### src/hw/rtl/positional_list_store_defines.svh
// Assertion helpers shared by the list store modules.
`ifndef POSITIONAL_LIST_STORE_DEFINES_SVH
`define POSITIONAL_LIST_STORE_DEFINES_SVH

// Property that must hold at every clock edge outside reset.
`define PLS_ASSERT(lbl, clk, rst_n, prop, msg) \
  lbl: assert property (@(posedge clk) disable iff (!rst_n) prop) else $error(msg);

// Condition in one cycle that forces a condition in the next one.
`define PLS_ASSERT_NEXT(lbl, clk, rst_n, pre, post, msg) \
  lbl: assert property (@(posedge clk) disable iff (!rst_n) (pre) |=> (post)) else $error(msg);

`endif

### src/hw/rtl/pls_pkg.sv
package pls_pkg;

  localparam int unsigned DataW = 32;
  localparam int unsigned PosW  = 5;
  localparam int unsigned LenW  = 5;

  typedef enum logic [1:0] {
    OP_APPEND = 2'd0,
    OP_INSERT = 2'd1,
    OP_DELETE = 2'd2,
    OP_READ   = 2'd3
  } op_e;

  typedef enum logic [1:0] {
    ST_OK    = 2'd0,
    ST_EMPTY = 2'd1,
    ST_RANGE = 2'd2,
    ST_FULL  = 2'd3
  } status_e;

  typedef enum logic [2:0] {
    S_IDLE,
    S_EVAL,
    S_SHIFT,
    S_PUT,
    S_DONE
  } state_e;

  // Controller to datapath.
  typedef struct packed {
    logic load;
    logic eval;
    logic wr_tail;
    logic wr_put;
    logic rd_pos;
    logic rd_start;
    logic shift_step;
    logic cnt_inc;
    logic cnt_dec;
    logic res_load;
  } dp_cmd_t;

  // Datapath to controller.
  typedef struct packed {
    op_e  op;
    logic err;
    logic at_end;
    logic shift_last;
    logic out_free;
  } dp_stat_t;

endpackage

### src/hw/rtl/pls_intf.sv
interface pls_cmd_if;
  logic                               valid;
  logic                               ready;
  logic [1:0]                         command;
  logic [pls_pkg::PosW-1:0]           position;
  logic signed [pls_pkg::DataW-1:0]   value;

  modport source (output valid, command, position, value, input ready);
  modport sink   (input valid, command, position, value, output ready);
endinterface

interface pls_res_if;
  logic                               valid;
  logic                               ready;
  logic signed [pls_pkg::DataW-1:0]   read_value;
  logic [pls_pkg::LenW-1:0]           length;
  logic [1:0]                         status;

  modport source (output valid, read_value, length, status, input ready);
  modport sink   (input valid, read_value, length, status, output ready);
endinterface

### src/hw/rtl/pls_dp.sv
`include "positional_list_store_defines.svh"

module pls_dp #(
  parameter int unsigned CAPACITY = 16
) (
  input  logic                              clk_i,
  input  logic                              rst_ni,
  input  pls_pkg::dp_cmd_t                  cmd_i,
  output pls_pkg::dp_stat_t                 stat_o,
  input  logic [1:0]                        command_i,
  input  logic [pls_pkg::PosW-1:0]          position_i,
  input  logic signed [pls_pkg::DataW-1:0]  value_i,
  input  logic                              res_ready_i,
  output logic                              res_valid_o,
  output logic signed [pls_pkg::DataW-1:0]  read_value_o,
  output logic [pls_pkg::LenW-1:0]          length_o,
  output logic [1:0]                        status_o
);
  import pls_pkg::*;

  localparam int unsigned CntW  = $clog2(CAPACITY + 1);
  localparam int unsigned AddrW = $clog2(CAPACITY);
  localparam int unsigned ExtW  = ((CntW > PosW) ? CntW : PosW) + 1;

  logic signed [DataW-1:0] mem [CAPACITY];

  op_e                     op_q;
  logic [PosW-1:0]         pos_q;
  logic signed [DataW-1:0] val_q;
  logic [CntW-1:0]         count_q;
  logic [AddrW-1:0]        ptr_q;
  logic signed [DataW-1:0] rdata_q;
  status_e                 st_q;
  status_e                 st_d;

  logic                    res_valid_q;
  logic signed [DataW-1:0] res_value_q;
  logic [LenW-1:0]         res_len_q;
  status_e                 res_status_q;

  logic [ExtW-1:0]  pos_ext;
  logic [ExtW-1:0]  cnt_ext;
  logic             full;
  logic             empty;
  logic             is_ins;
  logic [AddrW-1:0] pos_idx;
  logic [AddrW-1:0] cnt_idx;
  logic [AddrW-1:0] cnt_m1;
  logic             shift_last;
  logic             wr_en;
  logic [AddrW-1:0] wr_addr;
  logic signed [DataW-1:0] wr_data;
  logic             rd_en;
  logic             rd_adv;
  logic [AddrW-1:0] rd_addr;

  assign pos_ext = ExtW'(pos_q);
  assign cnt_ext = ExtW'(count_q);
  assign full    = (cnt_ext == ExtW'(CAPACITY));
  assign empty   = (count_q == '0);
  assign is_ins  = (op_q == OP_INSERT);
  assign pos_idx = AddrW'(pos_ext - ExtW'(1));
  assign cnt_idx = count_q[AddrW-1:0];
  assign cnt_m1  = AddrW'(cnt_ext - ExtW'(1));

  // Status of the held command against the current length.
  always_comb begin
    st_d = ST_OK;
    unique case (op_q)
      OP_APPEND: begin
        if (full) st_d = ST_FULL;
      end
      OP_INSERT: begin
        if (full) begin
          st_d = ST_FULL;
        end else if (pos_q == '0 || pos_ext > cnt_ext + ExtW'(1)) begin
          st_d = ST_RANGE;
        end
      end
      OP_DELETE, OP_READ: begin
        if (empty) begin
          st_d = ST_EMPTY;
        end else if (pos_q == '0 || pos_ext > cnt_ext) begin
          st_d = ST_RANGE;
        end
      end
    endcase
  end

  // Insert walks down to the new slot, delete walks up to the last entry.
  assign shift_last = is_ins ? (ptr_q == pos_idx) : (ptr_q == cnt_m1);

  assign stat_o.op         = op_q;
  assign stat_o.err        = (st_d != ST_OK);
  assign stat_o.at_end     = is_ins ? (pos_ext == cnt_ext + ExtW'(1)) : (pos_ext == cnt_ext);
  assign stat_o.shift_last = shift_last;
  assign stat_o.out_free   = !res_valid_q || res_ready_i;

  // Single write port.
  always_comb begin
    wr_en   = 1'b0;
    wr_addr = cnt_idx;
    wr_data = val_q;
    priority if (cmd_i.wr_tail) begin
      wr_en = 1'b1;
    end else if (cmd_i.wr_put) begin
      wr_en   = 1'b1;
      wr_addr = pos_idx;
    end else if (cmd_i.shift_step) begin
      wr_en   = 1'b1;
      wr_addr = is_ins ? ptr_q + AddrW'(1) : ptr_q - AddrW'(1);
      wr_data = rdata_q;
    end else begin
      wr_en = 1'b0;
    end
  end

  // Single read port; the shift reads one entry ahead of the write.
  assign rd_adv = cmd_i.shift_step && !shift_last;

  always_comb begin
    rd_en   = 1'b0;
    rd_addr = pos_idx;
    priority if (cmd_i.rd_pos) begin
      rd_en = 1'b1;
    end else if (cmd_i.rd_start) begin
      rd_en   = 1'b1;
      rd_addr = is_ins ? cnt_m1 : AddrW'(pos_ext);
    end else if (rd_adv) begin
      rd_en   = 1'b1;
      rd_addr = is_ins ? ptr_q - AddrW'(1) : ptr_q + AddrW'(1);
    end else begin
      rd_en = 1'b0;
    end
  end

  always_ff @(posedge clk_i) begin
    if (wr_en) begin
      mem[wr_addr] <= wr_data;
    end
    if (rd_en) begin
      rdata_q <= mem[rd_addr];
    end
  end

  always_ff @(posedge clk_i) begin
    if (cmd_i.load) begin
      op_q  <= op_e'(command_i);
      pos_q <= position_i;
      val_q <= value_i;
    end
    if (cmd_i.eval) begin
      st_q <= st_d;
    end
    if (cmd_i.rd_start || rd_adv) begin
      ptr_q <= rd_addr;
    end
  end

  always_ff @(posedge clk_i or negedge rst_ni) begin
    if (!rst_ni) begin
      count_q <= '0;
    end else if (cmd_i.cnt_inc) begin
      count_q <= count_q + CntW'(1);
    end else if (cmd_i.cnt_dec) begin
      count_q <= count_q - CntW'(1);
    end
  end

  // Output register.
  always_ff @(posedge clk_i or negedge rst_ni) begin
    if (!rst_ni) begin
      res_valid_q <= 1'b0;
    end else if (cmd_i.res_load) begin
      res_valid_q <= 1'b1;
    end else if (res_ready_i) begin
      res_valid_q <= 1'b0;
    end
  end

  always_ff @(posedge clk_i) begin
    if (cmd_i.res_load) begin
      res_value_q  <= (op_q == OP_READ && st_q == ST_OK) ? rdata_q : '0;
      res_len_q    <= cnt_ext[LenW-1:0];
      res_status_q <= st_q;
    end
  end

  assign res_valid_o  = res_valid_q;
  assign read_value_o = res_value_q;
  assign length_o     = res_len_q;
  assign status_o     = res_status_q;

  `PLS_ASSERT(a_count_bound, clk_i, rst_ni, count_q <= CntW'(CAPACITY), "count above capacity")
  `PLS_ASSERT(a_inc_not_full, clk_i, rst_ni, !(cmd_i.cnt_inc && full), "growth of a full list")
  `PLS_ASSERT(a_no_overwrite, clk_i, rst_ni, !(cmd_i.res_load && res_valid_q && !res_ready_i), "pending result overwritten")
  `PLS_ASSERT(a_port_clash, clk_i, rst_ni, !(wr_en && rd_en && wr_addr == rd_addr), "read and write hit one entry")

endmodule

### src/hw/rtl/pls_ctrl.sv
`include "positional_list_store_defines.svh"

module pls_ctrl (
  input  logic               clk_i,
  input  logic               rst_ni,
  input  logic               in_valid_i,
  output logic               in_ready_o,
  input  pls_pkg::dp_stat_t  stat_i,
  output pls_pkg::dp_cmd_t   cmd_o
);
  import pls_pkg::*;

  state_e state_q;
  state_e state_d;

  always_ff @(posedge clk_i or negedge rst_ni) begin
    if (!rst_ni) begin
      state_q <= S_IDLE;
    end else begin
      state_q <= state_d;
    end
  end

  always_comb begin
    state_d = state_q;
    unique case (state_q)
      S_IDLE: begin
        if (in_valid_i) state_d = S_EVAL;
      end
      S_EVAL: begin
        if (stat_i.err) begin
          state_d = S_DONE;
        end else if ((stat_i.op == OP_INSERT || stat_i.op == OP_DELETE) && !stat_i.at_end) begin
          state_d = S_SHIFT;
        end else begin
          state_d = S_DONE;
        end
      end
      S_SHIFT: begin
        if (stat_i.shift_last) state_d = (stat_i.op == OP_INSERT) ? S_PUT : S_DONE;
      end
      S_PUT: begin
        state_d = S_DONE;
      end
      S_DONE: begin
        if (stat_i.out_free) state_d = S_IDLE;
      end
      default: begin
        state_d = S_IDLE;
      end
    endcase
  end

  always_comb begin
    cmd_o      = '0;
    in_ready_o = 1'b0;
    unique case (state_q)
      S_IDLE: begin
        in_ready_o = 1'b1;
        cmd_o.load = in_valid_i;
      end
      S_EVAL: begin
        cmd_o.eval = 1'b1;
        if (!stat_i.err) begin
          unique case (stat_i.op)
            OP_APPEND: begin
              cmd_o.wr_tail = 1'b1;
              cmd_o.cnt_inc = 1'b1;
            end
            OP_READ: begin
              cmd_o.rd_pos = 1'b1;
            end
            OP_INSERT: begin
              if (stat_i.at_end) begin
                cmd_o.wr_put  = 1'b1;
                cmd_o.cnt_inc = 1'b1;
              end else begin
                cmd_o.rd_start = 1'b1;
              end
            end
            OP_DELETE: begin
              if (stat_i.at_end) begin
                cmd_o.cnt_dec = 1'b1;
              end else begin
                cmd_o.rd_start = 1'b1;
              end
            end
          endcase
        end
      end
      S_SHIFT: begin
        cmd_o.shift_step = 1'b1;
        cmd_o.cnt_dec    = stat_i.shift_last && (stat_i.op == OP_DELETE);
      end
      S_PUT: begin
        cmd_o.wr_put  = 1'b1;
        cmd_o.cnt_inc = 1'b1;
      end
      S_DONE: begin
        cmd_o.res_load = stat_i.out_free;
      end
      default: begin
        cmd_o = '0;
      end
    endcase
  end

  `PLS_ASSERT_NEXT(a_accept_eval, clk_i, rst_ni, in_valid_i && in_ready_o, state_q == S_EVAL, "accept did not start evaluation")
  `PLS_ASSERT_NEXT(a_err_done, clk_i, rst_ni, state_q == S_EVAL && stat_i.err, state_q == S_DONE, "failed command touched the store")
  `PLS_ASSERT_NEXT(a_done_idle, clk_i, rst_ni, state_q == S_DONE && stat_i.out_free, state_q == S_IDLE, "result hand-off stalled")

endmodule

### src/hw/rtl/positional_list_store.sv
// Ordered list of up to CAPACITY signed 32-bit entries with positional edits.
// Commands arrive as items on cmd_i (command, position, value); every command
// returns exactly one item on res_o (read_value, length, status). Positions
// are 1-based. Append adds at the end, insert places a value at 1..length+1,
// delete removes the entry at 1..length and closes the gap, read returns it.
// A failed command leaves the list untouched and reports empty, out of range
// or full in status; read_value is zero for anything but a successful read.
// One command is handled at a time. An accepted command is evaluated; insert and
// delete further move the entries behind the position one per cycle through
// the single read and write port of the entry memory, insert then writes the
// new value, and every command ends by loading its result into the output
// register. Append, read, failed commands and edits at the tail move nothing.
// The result sits in an output register; while res_o is stalled the block
// holds the next result in its final state and accepts no new command.
// Reset empties the list (length zero) and drops any pending result; the
// entry memory itself is not cleared, since only held entries are ever read.
module positional_list_store #(
  parameter int unsigned CAPACITY = 16
) (
  input  logic             clk_i,
  input  logic             rst_ni,
  pls_cmd_if.sink          cmd_i,
  pls_res_if.source        res_o
);
  import pls_pkg::*;

  dp_cmd_t  dp_cmd;
  dp_stat_t dp_stat;
  logic     in_ready;

  // Sequencer: walks each command through evaluate, shift, put and hand-off.
  pls_ctrl u_ctrl (
    .clk_i      (clk_i),
    .rst_ni     (rst_ni),
    .in_valid_i (cmd_i.valid),
    .in_ready_o (in_ready),
    .stat_i     (dp_stat),
    .cmd_o      (dp_cmd)
  );

  assign cmd_i.ready = in_ready;

  // Entry memory, length counter, range checks and the output register.
  pls_dp #(
    .CAPACITY (CAPACITY)
  ) u_dp (
    .clk_i        (clk_i),
    .rst_ni       (rst_ni),
    .cmd_i        (dp_cmd),
    .stat_o       (dp_stat),
    .command_i    (cmd_i.command),
    .position_i   (cmd_i.position),
    .value_i      (cmd_i.value),
    .res_ready_i  (res_o.ready),
    .res_valid_o  (res_o.valid),
    .read_value_o (res_o.read_value),
    .length_o     (res_o.length),
    .status_o     (res_o.status)
  );

endmodule
### src/flat_wrapper.sv
// flat-port wrapper written by rule: the top's interface ports become plain ports
module positional_list_store_flat import pls_pkg::*;
#(
  parameter int unsigned CAPACITY = 16
)
  (clk_i, rst_ni, cmd_i_valid, cmd_i_command, cmd_i_position, cmd_i_value, cmd_i_ready, res_o_valid, res_o_read_value, res_o_length, res_o_status, res_o_ready);
  pls_cmd_if cmd_i_i ();
  pls_res_if res_o_i ();
  input  logic clk_i;
  input  logic rst_ni;
  input wire logic [$bits(cmd_i_i.valid)-1:0] cmd_i_valid;
  input wire logic [$bits(cmd_i_i.command)-1:0] cmd_i_command;
  input wire logic [$bits(cmd_i_i.position)-1:0] cmd_i_position;
  input wire logic [$bits(cmd_i_i.value)-1:0] cmd_i_value;
  output wire logic [$bits(cmd_i_i.ready)-1:0] cmd_i_ready;
  output wire logic [$bits(res_o_i.valid)-1:0] res_o_valid;
  output wire logic [$bits(res_o_i.read_value)-1:0] res_o_read_value;
  output wire logic [$bits(res_o_i.length)-1:0] res_o_length;
  output wire logic [$bits(res_o_i.status)-1:0] res_o_status;
  input wire logic [$bits(res_o_i.ready)-1:0] res_o_ready;
  assign cmd_i_i.valid = cmd_i_valid;
  assign cmd_i_i.command = cmd_i_command;
  assign cmd_i_i.position = cmd_i_position;
  assign cmd_i_i.value = cmd_i_value;
  assign cmd_i_ready = cmd_i_i.ready;
  assign res_o_valid = res_o_i.valid;
  assign res_o_read_value = res_o_i.read_value;
  assign res_o_length = res_o_i.length;
  assign res_o_status = res_o_i.status;
  assign res_o_i.ready = res_o_ready;
  positional_list_store #(.CAPACITY(CAPACITY)) u_core (.clk_i(clk_i), .rst_ni(rst_ni), .cmd_i(cmd_i_i), .res_o(res_o_i));
endmodule
### config.mk
export PLATFORM = sky130hd
export DESIGN_NAME = positional_list_store_flat
export DESIGN_NICKNAME = d
export VERILOG_FILES = /design/src/hw/rtl/pls_pkg.sv /design/src/hw/rtl/pls_intf.sv /design/src/hw/rtl/pls_dp.sv /design/src/hw/rtl/pls_ctrl.sv /design/src/hw/rtl/positional_list_store.sv /design/src/flat_wrapper.sv
export VERILOG_INCLUDE_DIRS = /design/src /design/src/hw/rtl
export SDC_FILE = /design/constraint.sdc
export NUM_CORES = 1
export LEC_CHECK = 0
export ABC_AREA = 1
export BUFFER_PORTS_ARGS = -buffer_cell sky130_fd_sc_hd__buf_2
export CAP_MARGIN = 0
export CELL_PAD_IN_SITES_DETAIL_PLACEMENT = 0
export CELL_PAD_IN_SITES_GLOBAL_PLACEMENT = 1
export CORE_MARGIN = 4
export CORE_UTILIZATION = 45
export CTS_CLUSTER_SIZE = 14
export DETAILED_ROUTE_END_ITERATION = 16
export GPL_ROUTABILITY_DRIVEN = 0
export HOLD_SLACK_MARGIN = 0.12
export PLACE_DENSITY_LB_ADDON = 0.1
export RECOVER_POWER = 50
export SYNTH_ARGS = -nofsm -noshare
export SYNTH_HDL_FRONTEND = slang
export SYNTH_HIERARCHICAL = 1
export SYNTH_SLANG_ARGS = --single-unit
### constraint.sdc
create_clock -name clk_i -period 7.4 [get_ports clk_i]
set_clock_uncertainty 0.05 [all_clocks]
set_input_delay 1.48 -clock clk_i [delete_from_list [all_inputs] [get_ports clk_i]]
set_output_delay 1.48 -clock clk_i [all_outputs]
set_load 0.01 [all_outputs]
# After elaboration in Yosys (flattened, before gate mapping)
# Memory sizes are Yosys's and may differ from the RTL's. A register that Yosys moved wholly into a read port is not among the register bits.
# Index checks and enable logic that the tools add are counted.
# Widths: inputs -> output; s select.
dict set report op_classes {
  add_sub_neg 7
  magnitude_cmp 2
  eq_ne 15
  n_mux 58
  n_reduce_logical 23
}
# operator n
set ops {}
lappend ops {{$mux 32} 3}
lappend ops {{$mux 4} 10}
lappend ops {{$mux 1} 23}
lappend ops {{$mux 3} 6}
lappend ops {{$mux 2} 8}
lappend ops {{$pmux 3 s5} 1}
lappend ops {{$sub 4x1->4 const B} 3}
lappend ops {{$logic_not 5->1} 2}
lappend ops {{$mux 5} 2}
lappend ops {{$eq 4x4->1} 2}
lappend ops {{$pmux 1 s2} 4}
lappend ops {{$add 5x1->6 const B} 1}
lappend ops {{$eq 3x2->1 const B} 2}
lappend ops {{$eq 5x6->1} 1}
lappend ops {{$gt 5x6->1} 1}
lappend ops {{$ne 2x2->1 const B} 3}
lappend ops {{$pmux 2 s3} 1}
lappend ops {{$reduce_bool 2->1} 3}
lappend ops {{$add 5x1->5 const B} 1}
lappend ops {{$eq 5x5->1} 1}
lappend ops {{$eq 5x5->1 const B} 1}
lappend ops {{$gt 5x5->1} 1}
lappend ops {{$logic_or 1x1->1} 5}
lappend ops {{$sub 5x1->5 const B} 1}
lappend ops {{other kinds (11)} 19}
dict set report totals {
  register_bits 93
  ramBits 512
  in_bits 43
  output_inout_bits 41
  mem_count 1
}
# memory words word_bits read_ports rd_ports_with_merged_regs wr line_no
set mem_list {}
lappend mem_list {u_core.u_dp.mem 16 32 1 1 1 pls_dp.sv:25} ;# logic signed [DataW-1:0] mem [CAPACITY];

# Depth between registers and ports, before layout
dict set report depth {
  depth_word 13
  ltp_mapped 28
  ltp_nobuf 26
}

# Hierarchy
# The synthesis kept the hierarchy.
# mod instances cells_per_inst area_each_um2 seq_area_each_um2
set modules_own_cells {}
lappend modules_own_cells {pls_dp 1 2546 27611.5 19008.2}
lappend modules_own_cells {pls_ctrl 1 61 381.6 75.1}

# Worst setup path after synthesis
# Ideal clock, no wire load.
dict set report synth_path {
  path_kind {reg-to-reg}
  from {reg u_core.u_dp.count_q[0]}
  to {mem u_core.u_dp.mem[10][0], enable pin}
  setup_time_ns 0.421
  arrival_time_ns 4.800
  required_ns 6.929
  slack_ns 2.129
  path_stages_with_launch 17
  n_path_buf 0
  period_less_slack_ns 5.271
  cell_sequence {dfrtp_1 inv_1 ha_1 inv_1 ha_1 inv_1 nor4_1 o21ai_0 o21ai_0 nand3_1 or2_2 o31ai_1 nor2_1 a22o_1 a22oi_1 nand2_1 nor2_1}
}
# element line_no
set synth_lines {}
lappend synth_lines {{from (decl)} pls_dp.sv:30} ;# logic [CntW-1:0] count_q;
lappend synth_lines {{from (signal assigned)} pls_dp.sv:164} ;# count_q <= count_q + CntW'(1);
lappend synth_lines {{from (signal assigned)} pls_dp.sv:166} ;# count_q <= count_q - CntW'(1);
lappend synth_lines {{to (decl)} pls_dp.sv:25}

==> results.md <==
- The run finished, with violations left.
- The checks that failed: max-capacitance violations, max-slew violations.
- Counting flops with a built-in enable in the synthesized netlist gives 628.
- Tracing the worst setup path back leads to its startpoint at u_core/u_dp/count_q[0]$_DFFE_PN0P_.
- Setup repair after global routing left no endpoint under its margin.
- The hold buffer count at cts is 0.
- For this run, the register share of the synthesized area comes to 0.682.
- The leading register cell type out of synthesis is sky130_fd_sc_hd__edfxtp_1.
- Buffers inserted during clock tree synthesis total 72.
- The initial cell density of the core is 0.454.
- The die covers about 66000 µm².
- After synthesis, the cell types taking the most area are sky130_fd_sc_hd__edfxtp_1 (67%), sky130_fd_sc_hd__nand3_1 (11%), sky130_fd_sc_hd__nand2_1 (8.9%), sky130_fd_sc_hd__inv_1 (4.5%), sky130_fd_sc_hd__buf_2 (1.4%).
- The total clock sinks is ~640.
- VDD sags by at most 496 µV.
- The arrival time reported for the critical path endpoint is 6.41 ns.
- Of all cell types, the one taking the most synthesized area is sky130_fd_sc_hd__edfxtp_1.
- The clock tree from TritonCTS is yes.
- The initial antenna violation count is 0.
- Counting every instance in the synthesized netlist gives between 2000 and 3000.
- Before antenna repair, the detailed router went through 6 iterations.
- The number of cells on the worst reg-to-reg path is 18.
- The number of buffers added on ports is between 80 and 90.
- In this run the worst hold path is classified as register to register.
- The register bit count reported by yosys is 637.
- The number of top-level pins is 84.
- The count of cell types in the netlist is 39.
- The post-synthesis mux area share is 0.
- The placeable core area is between 60000 and 70000 µm².
- The async set-reset flop share out of synthesis is 0.0141.
- The via-per-instance ratio is around 5.3.
- The startpoint-to-endpoint class of the critical path is register to register.
- The max-slew violation count is 99.
- The via count of the first global-routing pass was 18300.
- The adder-cell area share of the yosys netlist is 0.0119.
- The sum of routed wire length over all layers is between 70000 and 80000 µm.
- After the flow finishes, the layout carries non-filler instances totaling about 3600.
- The floorplan has between 90 and 100 rows.
- The overflow left after global routing is 0.
- In this run the number of H-tree levels came out at 3.
- The area growth from synthesis to final layout is 12.2%.
- The fraction of the mapped netlist area in compound gates is 0.0156.
- After clock tree synthesis, the clock-pin slew on the worst setup and hold paths is roughly 0.06 ns.
- The share of post-route cells with drive strength above 1 is 0.0764.
- The number of fill cells is 5567.
- Post-CTS timing repair inserted 0 buffers for setup.
- The number of maximum-capacitance violations is 3.
- The worst relative slew slack is -1.06.
- The worst hold path was traced through 0 stages.
- The final hold violation count is 0.
- The capture instance of the worst register-to-register path is u_core/u_dp/mem[6][1]$_DFFE_PP_.
- The slack of the worst reg-to-reg path is approximately 1.2 ns.
- The power density over the cells is approximately 420 nW/µm².
- For the pin with the worst max-slew slack, the measured transition is 3.10 ns.
- The share of synthesized area in the top cell type comes to 0.674.
- Counting instances in the post-synthesis netlist gives the leading cell types as sky130_fd_sc_hd__nand2_1 (663), sky130_fd_sc_hd__edfxtp_1 (628), sky130_fd_sc_hd__nand3_1 (613).
- The maximum root-to-sink buffer count is 3.
- The die span in x is 257 µm.
- The placed standard-cell area is a little under 30000 µm².
- For this run, design rule violations remaining after detail routing come to 0.
- Entering global routing, the biggest net connects approximately 160 pins.
- The initial detailed-routing violation count is 1671.
- STA classifies the critical path endpoint as a register.
- The number of placed instances with taps included is 3449.
- The total global routing track utilization is 0.223.
- For this run, the number of Yosys warnings is 6.
- The launch instance of the worst register-to-register path is u_core/u_dp/count_q[0]$_DFFE_PN0P_.
- The largest driver fanout on the critical path is 27.
- The share of the cycle needed by the critical path after routing is 0.842.
- The final critical path time including I/O delays and setup is 6.23 ns.
- The routed wire length per instance is roughly 21 µm.
- Once the clock tree was built, the resizer swapped 0 gates to a different size.
- The global-route wire length before repair is approximately 110000 µm.
- Data on the critical path is required at its endpoint by ~7.6 ns.
- The most critical setup path has its endpoint at u_core/u_dp/mem[6][1]$_DFFE_PP_.
- The vertical die dimension is between 200 and 300 µm.
- The root buffer cell chosen for the clock tree is sky130_fd_sc_hd__clkbuf_16.
- Once layout is done, the placed cells without fillers occupy around 31000 µm².
- The most numerous cell in the Yosys netlist is sky130_fd_sc_hd__nand2_1.
- The xor/xnor share of the synthesized area is 0.00344.
- The maximum achievable frequency is 0.160 GHz.
- The half-perimeter wire length after detailed placement is just under 40000 µm.
- Of the total synthesized cell area, the portion taken by AND, OR, NAND and NOR gates is 0.214.
- Summed over all failing endpoints, the final setup total negative slack is 0 ns.
- The average footprint of a synthesized cell is between 10 and 15 µm².
- The worst setup path is launched from a register.
- The total setup violations reported at the end of the flow is 0.
- The later pin in the worst-skew pair is clocked with a latency of between 0.6 and 0.7 ns.
- The count of nets left with antenna violations once routing finished came out at 0.
- The number of nets produced by synthesis is between 2000 and 3000.
- Summing every instance area after synthesis gives about 28000 µm².
- The total via count in the routed design is roughly 19000.
- The final layout contains about 2800 nets.
- The combinational family with the most area after synthesis is simple AND/OR/NAND/NOR gates.
- For this design the static power due to leakage is 0.0128 µW.
-- per-stage QoR --
| stage | worst slack [ns] | power, µW | util | hold slack (ns) |
|---|---|---|---|---|
| 3_5_place_dp | 1.50 | 10200 | 0.479 | 0.392 |
| 2_1_floorplan | 2.13 | 8540 | - | 0.377 |
| 3_3_place_gp | 1.60 | 10200 | 0.479 | 0.391 |
| 6_report | 1.17 | 13300 | 0.510 | 0.403 |
| 5_1_grt | 0.749 | 14200 | 0.510 | 0.416 |
| 4_1_cts | 1.47 | 13500 | 0.513 | 0.406 |
-- placed cells by master (no fill, tap or decap), drive strengths merged --
cell type	count
xor2	7
bufinv	1
o31ai	1
nor2	78
buf	82
nor4	1
clkbuf	163
o211a	1
o221ai	2
nand3b	1
dfrtp	9
a22o	1
nor3	1
o21ai	49
o211ai	2
edfxtp	628
nand3	617
clkinv	29
inv	342
nand2	667
a22oi	2
o22ai	1
ha	25
a211oi	1
fa	1
diode	1
or2	2
a21oi	18
xnor2	4
o2111ai	1
-- worst min-delay path by stage --
| stage | from | to | slack [ns] |
|---|---|---|---|
| final | u_core/u_dp/st_q[1]$_DFFE_PP_ | u_core/u_dp/status_o[1]$_DFFE_PP_ | 0.40 |
| after global routing | u_core/u_dp/st_q[1]$_DFFE_PP_ | u_core/u_dp/status_o[1]$_DFFE_PP_ | 0.42 |
| after CTS | u_core/u_dp/st_q[0]$_DFFE_PP_ | u_core/u_dp/status_o[0]$_DFFE_PP_ | 0.41 |
| after detailed placement | u_core/u_dp/st_q[0]$_DFFE_PP_ | u_core/u_dp/status_o[0]$_DFFE_PP_ | 0.39 |
| after global placement | u_core/u_dp/st_q[0]$_DFFE_PP_ | u_core/u_dp/status_o[0]$_DFFE_PP_ | 0.39 |
| after floorplan | u_core/u_dp/st_q[1]$_DFFE_PP_ | u_core/u_dp/status_o[1]$_DFFE_PP_ | 0.38 |
-- flip-flops by register name, indices dropped and copies added, names as in the netlist --
signal and count:
u_core/u_ctrl/state_q 3, u_core/u_dp/count_q 5, u_core/u_dp/length_o 5, u_core/u_dp/mem 512, u_core/u_dp/op_q 2, u_core/u_dp/pos_q 5
u_core/u_dp/ptr_q 4, u_core/u_dp/rdata_q 32, u_core/u_dp/read_value_o 32, u_core/u_dp/res_valid_o 1, u_core/u_dp/st_q 2, u_core/u_dp/status_o 2
u_core/u_dp/val_q 32
-- final cells by class --
| type | instances | area [µm²] | share of cell area |
|---|---|---|---|
| flip-flops and latches | 637 | 19100 | 0.607 |
| multi-input cells | 1483 | 7000 | 0.223 |
| clock buffers | 95 | 1960 | 0.0624 |
| inverters | 342 | 1280 | 0.0409 |
| well taps | 837 | 1050 | 0.0333 |
| repair buffers | 150 | 867 | 0.0276 |
| clock inverters | 30 | 179 | 0.00569 |
| diodes | 1 | 2.50 | 0.0000796 |
-- report_power, final --
part           switching [µW]  leakage (µW)  total, µW  internal, µW
clock                    1400       0.00105       3290          1890
combinational            3750       0.00590       5090          1340
sequential                154       0.00581       4950          4800
-- worst max-delay path, stage by stage, from the launching register on --
cell	delay (ns)
sky130_fd_sc_hd__dfrtp_1	0.61
sky130_fd_sc_hd__inv_1	0.26
sky130_fd_sc_hd__ha_1	0.37
sky130_fd_sc_hd__inv_1	0.07
sky130_fd_sc_hd__ha_1	0.28
sky130_fd_sc_hd__inv_1	0.05
sky130_fd_sc_hd__nor4_1	0.34
sky130_fd_sc_hd__o21ai_0	0.16
sky130_fd_sc_hd__o21ai_0	0.17
sky130_fd_sc_hd__nand3_1	0.11
sky130_fd_sc_hd__or2_2	0.30
sky130_fd_sc_hd__o31ai_1	0.69
sky130_fd_sc_hd__nor2_1	0.16
sky130_fd_sc_hd__nor2_1	0.18
sky130_fd_sc_hd__inv_1	0.07
sky130_fd_sc_hd__a22oi_1	0.29
sky130_fd_sc_hd__nand2_1	0.26
sky130_fd_sc_hd__nor2_1	0.78
sky130_fd_sc_hd__buf_4	0.63
-- cell families (layout without fill, tap and decap cells) --
kind of cell | after synthesis | after routing
AND/OR/NAND/NOR | 1367 | 1367
flip-flops | 637 | 637
buffers and inverters | 487 | 617
AO/OA/AOI/OAI | 79 | 79
adder cells (fa/ha/maj) | 26 | 26
XOR/XNOR | 11 | 11
other | 0 | 1
-- per-layer routing --
layer  track usage  up-vias  wire (µm)
met5             0        -          0
met4        0.0573        0       1860
met3        0.0297      110       3820
met2         0.369      533      35300
met1         0.315     9286      33500
li1              -     8960          -
No activity file was read; power rests on OpenSTA's default activity.
